`src/rtl/gha_pkg.sv`:
```
// Shared codes and control types for the generational handle allocator.
package gha_pkg;

    // Request opcodes
    localparam logic [2:0] OP_ADD        = 3'd0;
    localparam logic [2:0] OP_TOGGLE     = 3'd1;
    localparam logic [2:0] OP_REMOVE     = 3'd2;
    localparam logic [2:0] OP_GET_HANDLE = 3'd3;
    localparam logic [2:0] OP_GET_INDEX  = 3'd4;

    // Result status codes
    typedef enum logic [1:0] {
        ST_OK     = 2'd0,
        ST_STALE  = 2'd1,
        ST_FULL   = 2'd2,
        ST_UNUSED = 2'd3
    } t_status;

    // Which fields the result carries
    typedef enum logic [2:0] {
        RES_ZERO,
        RES_NEW,
        RES_ECHO,
        RES_ENTRY,
        RES_TOGGLE,
        RES_REMOVE
    } t_res_sel;

    // How the addressed table entry is rewritten
    typedef enum logic [1:0] {
        WR_NONE,
        WR_ADD,
        WR_TOGGLE,
        WR_REMOVE
    } t_wr_kind;

    // Decision for one request, from the decoder to the datapath
    typedef struct packed {
        t_status  status;
        t_res_sel res_sel;
        t_wr_kind wr_kind;
        logic     take_pop;
        logic     take_new;
        logic     push;
        logic     bump_rev;
    } t_ctrl;

endpackage

```
`src/rtl/gha_decide.sv`:
```
// Request decoder: picks status, result fields and table/stack updates.
module gha_decide (
    input  logic          [2:0] i_opcode,
    input  logic                i_in_use,
    input  logic                i_rev_ok,
    input  logic                i_stack_nonempty,
    input  logic                i_hw_full,
    output gha_pkg::t_ctrl      o_ctrl
);
    import gha_pkg::*;

    always_comb begin
        o_ctrl          = '0;
        o_ctrl.status   = ST_OK;
        o_ctrl.res_sel  = RES_ZERO;
        o_ctrl.wr_kind  = WR_NONE;
        unique case (i_opcode)
            // allocate: free stack first, then the next unused slot
            OP_ADD: begin
                priority if (i_stack_nonempty) begin
                    o_ctrl.res_sel  = RES_NEW;
                    o_ctrl.wr_kind  = WR_ADD;
                    o_ctrl.take_pop = 1'b1;
                end else if (!i_hw_full) begin
                    o_ctrl.res_sel  = RES_NEW;
                    o_ctrl.wr_kind  = WR_ADD;
                    o_ctrl.take_new = 1'b1;
                end else begin
                    o_ctrl.status = ST_FULL;
                end
            end
            // handle and index operations
            OP_TOGGLE, OP_REMOVE, OP_GET_HANDLE, OP_GET_INDEX: begin
                priority if (!i_in_use) begin
                    o_ctrl.status  = ST_UNUSED;
                    o_ctrl.res_sel = RES_ECHO;
                end else if (i_opcode == OP_GET_INDEX) begin
                    o_ctrl.res_sel = RES_ENTRY;
                end else if (!i_rev_ok) begin
                    o_ctrl.status  = ST_STALE;
                    o_ctrl.res_sel = RES_ECHO;
                end else if (i_opcode == OP_TOGGLE) begin
                    o_ctrl.res_sel = RES_TOGGLE;
                    o_ctrl.wr_kind = WR_TOGGLE;
                end else if (i_opcode == OP_REMOVE) begin
                    o_ctrl.res_sel  = RES_REMOVE;
                    o_ctrl.wr_kind  = WR_REMOVE;
                    o_ctrl.push     = 1'b1;
                    o_ctrl.bump_rev = 1'b1;
                end else begin
                    o_ctrl.res_sel = RES_ENTRY;
                end
            end
            // unknown opcode: all-zero result, no change
            default: begin
                o_ctrl.res_sel = RES_ZERO;
            end
        endcase
    end

endmodule

```
`config.mk`:
```
export PLATFORM = sky130hd
export DESIGN_NAME = gha_decide
export DESIGN_NICKNAME = d
export VERILOG_FILES = /design/src/rtl/gha_pkg.sv /design/src/rtl/gha_decide.sv
export SDC_FILE = /design/constraint.sdc
export NUM_CORES = 1
export LEC_CHECK = 0
export BUFFER_PORTS_ARGS = -buffer_cell sky130_fd_sc_hd__buf_2
export CAP_MARGIN = 20
export CORE_AREA = 2 2 39 41
export DETAILED_ROUTE_END_ITERATION = 8
export DIE_AREA = 0 0 41 43
export PLACE_DENSITY_LB_ADDON = 0.2
export SYNTH_ARGS = -nofsm -noshare
export SYNTH_HDL_FRONTEND = slang
export SYNTH_SLANG_ARGS = --single-unit
export TNS_END_PERCENT = 30
```
`constraint.sdc`:
```
create_clock -name vclk -period 1.5
set_clock_uncertainty 0.2 [all_clocks]
set_input_delay 0.45 -clock vclk [all_inputs]
set_output_delay 0.45 -clock vclk [all_outputs]
set_load 0.05 [all_outputs]
```
==> flow_summary.ini, run 1 <==
[final_layout]
seq_area_sq_um = 0
diodes = 0
nFlopsAndLatches = 0
fin_nets = 59
fill_cells = 143
layout.cells.non_filler = 66
layout-drive-gt1-share = 0.820
nClkBuffers = 0
fin_util = 0.388
syn_to_final_growth_pct = 258
multiInputGateArea_sq_um = 236

[setup_path]
path_delay_family = simple AND/OR/NAND/NOR gates
start_kind = primary input
crit_required_ps = 850
end_kind = output pin
crit_type = in -> out
crit_fanout = 5
cp_data_arrival_time_ps = 1280
critical_path.max_stage_delay_ps = 290
cp_cell_sequence = buf_8 > or2_4 > nand3b_1 > o211ai_1 > buf_4
crit_buf_inv = 2
slowest_stage = or2_4

[power]
p_seq_frac = 0
p_sw_frac = 0.545
p_total_uw = 192
clockPowerShare = 0
switchingPower_uw = 104
pwr-share-comb = 1.000
irDropWorstVdd_mv = 0.126
p_leak_nw = 0.244
powerDensity_nw_per_um2 = 357
internal_power_uw = 87.1

[synth]
synth_cells = 25
synthTopCellsByCount = nand2_1 (3), nor2_1 (3), o21ai_0 (3)
ys.warnings.count = 0
synth_top_family_by_area = simple AND/OR/NAND/NOR gates
synth-simple-area-share = 0.542
synth_fa_ha_area_frac = 0
synth_seq_area_share = 0
syn-num-nets = 32
synth_top_area_share = 0.100
synth_xor_area_frac = 0.0583
avgSynthCellArea_sq_um = 6.01
synth_compound_area_frac = 0.267
synth.area.top_cells = o21ai_0 (10%), buf_4 (10%), nand2b_1 (8.3%), nand2_1 (7.5%), nor2_1 (7.5%)
synth_cell_types = 16
synth_top_cell_by_area = o21ai_0
syn_area_sq_um = 150
muxShareOfSynthArea = 0

[route]
drtIter0Drc = 1
wirelength_um = 601
via_per_inst = 4.06
drc = 0
vias = 268
ant_nets = 0
wl_per_cell_um = 9.11
firstDrtPassIters = 2

[timing]
worst_pin_slew_ps = 264
max_slew_margin = 0.824
timing.final.setup_violations = 11
setup_ws_ps = -425
max_freq_ghz = 0.519
fin_crit_sh = 1.28
min_period_ps = 1930
rsz0062_at_grt = yes
hold_violations = 0
slew_violations = 0

[job]
max_cap_viol_count = 0

[global_route]
gr-total-overflow = 0
top_usage_layer = met2
met2_usage = 0.128
grtUsageMet3 = 0
grt_usage = 0.0719
grt_max_degree = 7
globalRouteMet1Util = 0.0981
grt_pass1_vias = 252
grt_pass1_wl_um = 959
antenna_found_initial = 0

[placed_design]
routabilityCongestion = 0.664
pre_cts_ws_ps = -504
dp_cells = 66
io_buffers = 18
dpl.hpwl_um = 541

[floorplan]
initial_utilization = 0.108
row_count = 14
die_area_sq_um = 1760
io_pins = 18
die_y_um = 43
fp.dieW_um = 41
core-area_sq_um = 1380

[clock_tree]
cts_hold_buf = 0

[status]
violations = negative setup slack
status = finished, violations left

[hold_path]
min_path_type = in -> out
==> logic make-up (layout without fill, tap and decap cells) <==
group / after synthesis / count (layout)
AO/OA/AOI/OAI: 6 / 6
XOR/XNOR: 1 / 1
buffers and inverters: 3 / 28
AND/OR/NAND/NOR: 15 / 15
==> routing by layer <==
| layer | part of all wire | up-vias | wire, um |
|---|---|---|---|
| met2 | 0.53 | 9 | 318 |
| li1 | - | 143 | - |
| met5 | 0 | - | 0 |
| met4 | 0 | 0 | 0 |
| met3 | 0.077 | 0 | 46 |
| met1 | 0.39 | 116 | 236 |
==> worst paths after layout <==
check	startpoint	to	slack, ps	depth (start not counted)
max	i_opcode[0]	o_ctrl[7]	-430	5
min	i_opcode[0]	o_ctrl[4]	1060	4
==> cell usage in the layout, fill, tap and decap left out <==
master / synthesis / final
nand2_1: 3 / 2
nor3_1: 2 / 1
nand2b_4: 0 / 2
o211ai_1: 1 / 1
nor3b_4: 0 / 1
a2111oi_4: 0 / 1
buf_4: 2 / 10
nand2_4: 0 / 1
a21o_1: 1 / 1
nor2_1: 3 / 2
or2_4: 0 / 1
buf_2: 1 / 2
xnor2_2: 0 / 1
buf_8: 0 / 4
nand4b_1: 1 / 1
nor2_4: 0 / 1
buf_6: 0 / 12
o21ai_2: 0 / 3
nor3_4: 0 / 1
nor4_4: 0 / 1
nand3b_1: 1 / 1
==> layout make-up <==
cell class,instances,share of cell area
Timing Repair Buffer,28,0.522
Tap cell,16,0.0373
Multi-Input combinational cell,22,0.441
==> power by group through the flow <==
stage	registers (mW)	logic [mW]	clock network [mW]
after floorplan	0	0.101	0
after global placement	0	0.152	0
after detailed placement	0	0.151	0
after CTS	0	0.193	0
after global routing	0	0.202	0
final	0	0.192	0
==> what timing repair did <==
item	CTS	global route
setup buffers	0	0
setup endpoints to repair	11	11
resized for setup	40	1
pin swaps	8	5
==> per-stage QoR <==
stage / hold WS, ps / cell area (sq um) / TNS [ps]
after floorplan: 756 / 241 / -4630
after global placement: 1120 / 388 / -5160
after detailed placement: 1120 / 388 / -5180
after CTS: 1060 / 533 / -3820
after global routing: 1080 / 537 / -4100
final: 1060 / 537 / -3640
No activity file was read; power rests on OpenSTA's default activity.
==> inputs of run 2 (changes only) <==
- clock period: 1.5 -> 2.1 ns (I/O delays scaled with it)
==> flow_summary.ini, run 2 (synthesis gave the netlist of run 1 again) <==
[placed_design]
io_buffers = 18
dpl.hpwl_um = 529
routabilityCongestion = 0.640
pre_cts_ws_ps = -361
dp_cells = 68
place_area_sq_um = 403

[final_layout]
nFlopsAndLatches = 0
final_cell_area_sq_um = 594
layout_commonest_cell = buf_4
seq_area_sq_um = 0
diodes = 0
syn_to_final_growth_pct = 296
layout-drive-gt1-share = 0.873
fin_nets = 64
nClkBuffers = 0
layout.cells.non_filler = 71
final_cell_mix = buf_4 (15), buf_6 (13), o21ai_2 (3)

[setup_path]
critical_path.max_stage_delay_ps = 280
start_kind = primary input
slowest_stage = or2_4
crit_path_start = i_opcode[0]
end_kind = output pin
cp_data_arrival_time_ps = 1450
crit_required_ps = 1270
crit_type = in -> out
crit_fanout = 5
cp_cell_sequence = buf_8 > or2_4 > nand3b_1 > o211ai_1 > buf_4

[global_route]
antenna_found_initial = 0
grt_pass1_wl_um = 1090
gr-total-overflow = 0
grt_usage = 0.0830
grt_pass1_vias = 274
grt_max_degree = 9

[timing]
min_period_ps = 2280
hold_violations = 0
max_freq_ghz = 0.439
max_slew_margin = 0.824
slew_violations = 0
fin_crit_sh = 1.09
setup_ws_ps = -179
worst_pin_slew_ps = 264
rsz0062_at_grt = yes
timing.final.setup_violations = 11

[hold_path]
worstHoldStart = i_stack_nonempty
min_path_type = in -> out
holdPathEnd = o_ctrl[2]
worstHoldPathCells = 3

[power]
p_leak_nw = 0.265
powerDensity_nw_per_um2 = 252
irDropWorstVdd_mv = 0.0793

[route]
wl_per_cell_um = 9.72
drtIter0Drc = 0
wirelength_um = 690
via_per_inst = 4.24
drc = 0
ant_nets = 0
firstDrtPassIters = 1
vias = 301

[status]
status = finished, violations left
violations = negative setup slack

[job]
max_cap_viol_count = 0

[floorplan]
io_pins = 18
fp.dieW_um = 41
row_count = 14
die_y_um = 43
die_area_sq_um = 1760
core-area_sq_um = 1380
initial_utilization = 0.108

[clock_tree]
cts_hold_buf = 0
-- run 2: cell type report --
class              instances  area, sq um
fillers                  135          790
repair buffers            33          319
multi-input cells         22          255
well taps                 16         20.0
-- run 2: worst max-delay path by stage --
stage	to	depth (start not counted)
floorplan	o_ctrl[1]	4
global placement	o_ctrl[10]	5
detailed placement	o_ctrl[10]	5
CTS	o_ctrl[7]	5
global route	o_ctrl[7]	5
finish	o_ctrl[7]	5
-- run 2: metrics by stage --
| stage | hold WS, ps | power (mW) | TNS (ps) | util |
|---|---|---|---|---|
| after floorplan | 1120 | 0.0723 | -2010 | - |
| after global placement | 1420 | 0.110 | -2700 | 0.291 |
| after detailed placement | 1420 | 0.110 | -2710 | 0.291 |
| after CTS | 1320 | 0.135 | -1300 | 0.380 |
| after global routing | 1330 | 0.158 | -1620 | 0.429 |
| final | 1320 | 0.150 | -1220 | 0.429 |
-- run 2: power by group --
| group | internal (mW) | total (mW) | switching, mW | leakage [nW] |
|---|---|---|---|---|
| registers | 0 | 0 | 0 | 0 |
| logic | 0.0703 | 0.150 | 0.0794 | 0.265 |
| clock network | 0 | 0 | 0 | 0 |
-- run 2: critical path: cells and delay by family --
| family | cells | cell delay [ps] |
|---|---|---|
| AOI/OAI and AO/OA | 1 | 100 |
| buffers and inverters | 2 | 300 |
| and+or+nand+nor | 2 | 410 |
-- run 2: what timing repair did --
item	in CTS	in global routing
cloned	0	0
gates resized for setup	36	11
pin swaps	6	5
endpoints found under the setup margin	11	11
setup buffers	1	2
-- run 2: routing by layer --
layer	global-route usage	wire, um	vias to the layer above
li1	-	-	154
met1	0.111	251	138
met2	0.150	409	9
met3	0	29	0
met4	0	0	0
met5	0	0	-
==> inputs of run 3 (changes only) <==
- CAP_MARGIN: 20 -> 25
- PLACE_DENSITY: unset -> 0.45
- PLACE_DENSITY_LB_ADDON: 0.2 -> unset
- clock period: 2.1 -> 2.5 ns (I/O delays scaled with it)
==> flow_summary.ini, run 3 (synthesis gave the netlist of run 1 again) <==
[setup_path]
crit_fanout = 5
end_kind = output pin
crit_path_start = i_opcode[0]
cp_data_arrival_time_ps = 1570
crit_required_ps = 1550
start_kind = primary input
crit_type = in -> out

[route]
ant_nets = 0
drtIter0Drc = 0
wl_per_cell_um = 9.44
via_per_inst = 4.12
vias = 280
drc = 0
firstDrtPassIters = 1
wirelength_um = 642

[timing]
max_slew_margin = 0.812
fin_crit_sh = 1.01
max_freq_ghz = 0.397
rsz0062_at_grt = yes
slew_violations = 0
timing.final.setup_violations = 1
hold_violations = 0
min_period_ps = 2520
hold-worst-slack_ps = 1610
worst_pin_slew_ps = 280
setup_ws_ps = -17.5

[final_layout]
syn_to_final_growth_pct = 225
layout_commonest_cell = buf_4
layout-drive-gt1-share = 0.808
nClkBuffers = 0
final_cell_mix = buf_4 (17), buf_6 (7), buf_2 (4)
diodes = 0
final_cell_area_sq_um = 488
seq_area_sq_um = 0
fin_nets = 61
fill_cells = 151
nFlopsAndLatches = 0

[clock_tree]
cts_hold_buf = 0

[global_route]
grt_usage = 0.0740
grt_pass1_vias = 239
grt_pass1_wl_um = 966
antenna_found_initial = 0
gr-total-overflow = 0
grt_max_degree = 10

[placed_design]
dpl.hpwl_um = 558
place_area_sq_um = 403
io_buffers = 18
routabilityCongestion = 0.634

[floorplan]
io_pins = 18
fp.dieW_um = 41
initial_utilization = 0.108
die_area_sq_um = 1760
die_y_um = 43
row_count = 14
core-area_sq_um = 1380

[job]
max_cap_viol_count = 0

[status]
violations = negative setup slack
status = finished, violations left

[power]
irDropWorstVdd_mv = 0.0553
p_leak_nw = 0.222
powerDensity_nw_per_um2 = 218

[hold_path]
min_path_type = in -> out
worstHoldStart = i_stack_nonempty
-- run 3: cell count changes in the layout (fill, tap and decap cells not counted), sizes merged --
cell | previous run | this run
buf | 33 | 29
clkbuf | 0 | 1
-- run 3: timing repair --
action                     4_1_cts  5_1_grt
cloned                           0        0
setup endpoints to repair       11       10
buffers inserted                 0        0
gates resized for setup         16       16
pin swaps                        4        6
-- run 3: area by class of cell --
type                       count  area [sq um]  area share
multi-input combinational     22           219       0.449
tap                           16          20.0      0.0410
timing repair buffer          30           249       0.510
-- run 3: path summary, 6_finish.rpt --
| check | endpoint | cells after the start |
|---|---|---|
| hold / removal | o_ctrl[2] | 3 |
| setup / recovery | o_ctrl[7] | 5 |
-- run 3: metrics by stage --
| step | total power [mW] | setup TNS (ps) | utilization | setup WS [ps] | std cells |
|---|---|---|---|---|---|
| global route | 0.113 | -107 | 0.353 | -62.5 | 68 |
| floorplan | 0.0608 | -593 | - | -138 | 25 |
| CTS | 0.102 | -216 | 0.325 | -45.1 | 68 |
| finish | 0.106 | -17.5 | 0.353 | -17.5 | 68 |
| detailed placement | 0.0927 | -880 | 0.291 | -187 | 68 |
| global placement | 0.0924 | -808 | 0.291 | -195 | 68 |
-- run 3: where the power goes --
part | internal, mW | switching, mW
Clock | 0 | 0
Combinational | 0.0448 | 0.0614
Sequential | 0 | 0
Total | 0.0448 | 0.0614
-- run 3: worst max-delay path: stages --
cell      delay, ps
buf_8           100
or2_4           290
nand3b_1        140
o211ai_1        100
buf_4           200
-- run 3: metal layers --
metal | share of wire | vias up | GRT usage
met5 | 0 | - | 0
met1 | 0.37 | 123 | 0.0952
li1 | - | 146 | -
met3 | 0.081 | 0 | 0.0105
met4 | 0 | 0 | 0
met2 | 0.55 | 11 | 0.131
